### src/rtl/core/prime_sieve_engine_core_defines.svh
// assertion macros shared by the sieve engine modules
// no dependencies; expects clk and arst_n in the module that uses them
`ifndef PRIME_SIEVE_ENGINE_CORE_DEFINES_SVH
`define PRIME_SIEVE_ENGINE_CORE_DEFINES_SVH

// same-cycle implication
`define PSE_ASSERT_NOW(lbl, ante, cons, msg) \
	lbl: assert property (@(posedge clk) disable iff (!arst_n) (ante) |-> (cons)) \
		else $error(msg);

// next-cycle implication
`define PSE_ASSERT_NEXT(lbl, ante, cons, msg) \
	lbl: assert property (@(posedge clk) disable iff (!arst_n) (ante) |=> (cons)) \
		else $error(msg);

`endif

### src/rtl/core/pse_pkg.sv
// types and constants of the prime sieve engine
// no dependencies
package pse_pkg;

	localparam int VAL_W = 16;
	localparam int CNT_W = VAL_W + 1;
	localparam int FAC_W = VAL_W / 2 + 1;

	localparam logic OP_BUILD = 1'b0;
	localparam logic OP_QUERY = 1'b1;

	localparam logic [1:0] STAT_OK       = 2'd0;
	localparam logic [1:0] STAT_RANGE    = 2'd1;
	localparam logic [1:0] STAT_NO_BUILD = 2'd2;

	localparam logic [VAL_W-1:0] LIMIT_RESET = 16'hFFFF;

	typedef enum logic [2:0] {
		ST_IDLE,
		ST_INIT,
		ST_FREAD,
		ST_FCHECK,
		ST_STRIKE,
		ST_DONE
	} pse_state_t;

	typedef struct packed {
		logic build_load;
		logic qry_load;
		logic init_wr;
		logic rd_factor;
		logic strike_load;
		logic strike_wr;
		logic next_factor;
		logic done;
	} pse_cmd_t;

	typedef struct packed {
		logic init_last;
		logic sq_over;
		logic factor_prime;
		logic strike_last;
	} pse_stat_t;

endpackage

### src/rtl/core/pse_ctrl.sv
// controller state machine of the prime sieve engine
// depends on pse_pkg and prime_sieve_engine_core_defines.svh
`include "prime_sieve_engine_core_defines.svh"

module pse_ctrl (
	input  logic               clk,
	input  logic               arst_n,
	input  logic               start,
	input  logic               opcode,
	input  pse_pkg::pse_stat_t stat,
	output pse_pkg::pse_cmd_t  cmd,
	output logic               busy
);

	pse_pkg::pse_state_t state_q;
	pse_pkg::pse_state_t state_d;

	always_ff @(posedge clk or negedge arst_n) begin
		if (!arst_n) begin
			state_q <= pse_pkg::ST_IDLE;
		end else begin
			state_q <= state_d;
		end
	end

	always_comb begin
		state_d = state_q;
		cmd     = '0;
		busy    = 1'b1;
		case (state_q)
			pse_pkg::ST_IDLE: begin
				busy = 1'b0;
				if (start) begin
					if (opcode == pse_pkg::OP_BUILD) begin
						cmd.build_load = 1'b1;
						state_d        = pse_pkg::ST_INIT;
					end else begin
						cmd.qry_load = 1'b1;
					end
				end
			end
			pse_pkg::ST_INIT: begin
				cmd.init_wr = 1'b1;
				if (stat.init_last) begin
					state_d = pse_pkg::ST_FREAD;
				end
			end
			pse_pkg::ST_FREAD: begin
				cmd.rd_factor = 1'b1;
				if (stat.sq_over) begin
					state_d = pse_pkg::ST_DONE;
				end else begin
					state_d = pse_pkg::ST_FCHECK;
				end
			end
			pse_pkg::ST_FCHECK: begin
				if (stat.factor_prime) begin
					cmd.strike_load = 1'b1;
					state_d         = pse_pkg::ST_STRIKE;
				end else begin
					cmd.next_factor = 1'b1;
					state_d         = pse_pkg::ST_FREAD;
				end
			end
			pse_pkg::ST_STRIKE: begin
				cmd.strike_wr = 1'b1;
				if (stat.strike_last) begin
					cmd.next_factor = 1'b1;
					state_d         = pse_pkg::ST_FREAD;
				end
			end
			pse_pkg::ST_DONE: begin
				cmd.done = 1'b1;
				state_d  = pse_pkg::ST_IDLE;
			end
			default: begin
				state_d = pse_pkg::ST_IDLE;
			end
		endcase
	end

	`PSE_ASSERT_NEXT(a_build_enters_init, cmd.build_load, state_q == pse_pkg::ST_INIT,
		"build beat did not start the init sweep")
	`PSE_ASSERT_NOW(a_single_write, 1'b1, !(cmd.init_wr && cmd.strike_wr),
		"two table writes in one cycle")
	`PSE_ASSERT_NEXT(a_done_returns_idle, cmd.done, !busy,
		"engine still busy after build result")

endmodule

### config.mk
export PLATFORM = sky130hd
export DESIGN_NAME = pse_ctrl
export DESIGN_NICKNAME = d
export VERILOG_FILES = /design/src/rtl/core/pse_pkg.sv /design/src/rtl/core/pse_ctrl.sv
export VERILOG_INCLUDE_DIRS = /design/src /design/src/rtl/core
export SDC_FILE = /design/constraint.sdc
export NUM_CORES = 1
export LEC_CHECK = 0
export ABC_AREA = 1
export BUFFER_PORTS_ARGS = -buffer_cell sky130_fd_sc_hd__buf_2
export CAP_MARGIN = 15
export CORE_AREA = 2 2 39 41
export DETAILED_ROUTE_END_ITERATION = 10
export DIE_AREA = 0 0 41 43
export GPL_TIMING_DRIVEN = 0
export PLACE_DENSITY = 0.44
export SLEW_MARGIN = 25
export SYNTH_ARGS = -nofsm -noshare
export SYNTH_HDL_FRONTEND = slang
export SYNTH_SLANG_ARGS = --single-unit
### constraint.sdc
create_clock -name clk -period 1 [get_ports clk]
set_input_delay 0.05 -clock clk [delete_from_list [all_inputs] [get_ports clk]]
set_output_delay 0.05 -clock clk [all_outputs]
set_load 0.1 [all_outputs]
==> metrics.yaml <==
worst_hold_path:
  hp-class: "primary input to flip-flop"
  min-delay-start: "stat[2]"
  worstHoldPathCells: 3
  hold_path_end: "state_q[2]"
routing:
  drt_iter0_drc: 4
  vias: 344
  wl_per_cell_um: 9.00
  drc: 0
  wl_met1_um: 313
  wl_met3_um: 29
  wl_met2_um: 440
  vias_per_cell: 3.95
  ant_nets: 0
  top_layer: "met3"
  wirelength_um: 783
  first_pass_iters: 3
setup_path:
  end_kind: "output pin"
  reg2reg_slack_ns: -0.19
  required_ns: 0.95
  start_kind: "flip-flop"
  worstPathCellList: "nor2_4, nand2_4, nor2_4, buf_12"
  r2r-end: "state_q[0]"
  slowest_delay_ns: 0.46
  worstPathArrival_ns: 1.29
  crit_fanout: 4
  criticalPathCategory: "flip-flop to output pin"
  cp_common_cell: "nor2_4"
  worst_r2r_path_depth: 6
  critPathSlowestCell: "dfrtp_2"
  r2r-start: "state_q[0]"
synth:
  ys_types: 12
  synthCells: 44
  ys_seq_area_share_pct: 29.6
  synth-seq-cells: 3
  ys.flop_type: "dfrtp_1"
  ys_async_sr_fraction_pct: 100
  avgSynthCellArea_sq_um: 5.77
  synth_warnings: 0
  synth_area_sq_um: 254
  synth.top_cell.area_share_pct: 29.6
  synth_top_cell_by_area: "dfrtp_1"
  synth_nets: 52
  muxShareOfSynthArea_pct: 0
  synth.area.top_cells: "dfrtp_1 (30%), nand2_1 (16%), inv_1 (15%)"
  synth_common_cells: "nand2_1 (11), inv_1 (10), nor2_1 (7)"
  yosys.cell_count.top_type: "nand2_1"
  yosys.area_share.simple_pct: 50.2
  synth_compound_area_share_pct: 3.94
  synthAdderAreaFrac_pct: 0
  synth_top_family_by_area: "simple AND/OR/NAND/NOR gates"
  synth_xor_area_share_pct: 0
  synth-edff-count: 0
grt:
  grt_pass1_wl_mm: 1.28
  grt_pass1_vias: 344
  grt_max_degree: 7
  grtUsageTotal_pct: 11.1
  antenna_found_initial: 0
  gr-total-overflow: 0
cells_and_area:
  largest_reg_flops: 3
  drive_above_1_share_pct: 67.6
  area_delta_synth_final_pct: 160
  n_antenna_cell: 0
  reg.largest.list: "state_q (3)"
  top_register: "state_q"
  nFillCells: 136
  final_area_sq_um: 659
  final_nets: 80
floorplan:
  core_area_sq_um: 1380
  start_util_pct: 18.4
  rows: 14
  io_pins: 17
  dieArea_sq_um: 1760
  die_x_um: 41
  die_y_um: 43
timing:
  max_slew_margin_pct: 85.0
  tns_ns: -2.88
  tightest_slew_ns: 0.225
  skew_ns: 0.00423
  whs_ns: 0.0589
  setup_viol: 12
  final-hold-violation-count: 0
  rsz0062_at_grt: "true"
  max_freq_mhz: 749
  fin_crit_sh_pct: 134
  layout_setup_ws_ns: -0.336
  drv_slew: 0
  period_needed_ns: 1.34
clocking:
  numCtsBuffers: 3
  clockBufferDepth: 2
  cts_sinks: 3
  cts-root-buf: "clkbuf_4"
  clk_pin_slew_ns: 0.04
  clk-insertion-delay-late_ns: 0.24
  h-tree-depth: 1
  cts_tree: "yes"
place:
  port_buffers: 16
  dp_hpwl_um: 535
  preCtsSetupSlack_ns: -0.395
  placed_area_sq_um: 410
  place_congestion: 0.694
job:
  cap_viol_max_count: 0
status:
  status: "finished, violations left"
  violations: "negative setup slack"
timing repair:
action / CTS / global route
pin swaps: 7 / 7
endpoints found under the setup margin: 12 / 12
endpoints found under the hold margin: 3 / 0
hold buffers: 1 / 0
buffers inserted: 3 / 3
resized for setup: 44 / 6
cell type report:
cell class / count / area (sq um) / share of cell area, %
Timing Repair Buffer: 23 / 270 / 41.0
Multi-Input combinational cell: 30 / 219 / 33.2
Tap cell: 16 / 20.0 / 3.04
Sequential cell: 3 / 78.8 / 12.0
Clock buffer: 4 / 26.3 / 3.98
Inverter: 11 / 45.0 / 6.83
layer usage:
| metal | vias up | GRT usage, % |
|---|---|---|
| li1 | 185 | - |
| met5 | - | 0 |
| met1 | 150 | 11.9 |
| met4 | 0 | 8.00 |
| met3 | 0 | 3.14 |
| met2 | 9 | 17.5 |
stage by stage:
step | instances | util, %
2_1_floorplan | 44 | -
3_5_place_dp | 76 | 29.7
6_report | 87 | 47.6
3_3_place_gp | 76 | 29.7
4_1_cts | 84 | 44.9
5_1_grt | 87 | 47.6
worst max path at each step:
stage | cells after the start | slack (ns) | start | end
after CTS | 4 | -0.32 | state_q[1] | cmd[1]
after detailed placement | 4 | -0.40 | state_q[2] | cmd[7]
after floorplan | 3 | -0.55 | state_q[1] | state_q[2]
after global routing | 5 | -0.39 | state_q[1] | cmd[1]
final | 4 | -0.34 | state_q[0] | cmd[6]
after global placement | 4 | -0.39 | state_q[2] | cmd[7]
placed cells by master, fill, tap and decap left out, drive strengths merged:
| cell type | instances |
|---|---|
| buf | 22 |
| nand2 | 11 |
| inv | 10 |
| nor2 | 9 |
| nand3 | 5 |
| clkbuf | 4 |
| dfrtp | 3 |
| nor3 | 2 |
| o21ai | 2 |
| clkinvlp | 1 |
| nand3b | 1 |
| dlygate4sd3 | 1 |
critical path, delay by kind of cell, from the launching register on:
kind          cells  cell delay, ns
simple gates      3            0.40
flops             1            0.46
buf+inv           1            0.18
cells by family after synthesis:
family | count (synthesis)
AND/OR/NAND/NOR | 28
flip-flops | 3
buffers and inverters | 11
AO/OA/AOI/OAI | 2
Power is left out: the tool's default activity adds up to more than one toggle a clock period on the data nets, which glitch-free logic cannot reach.
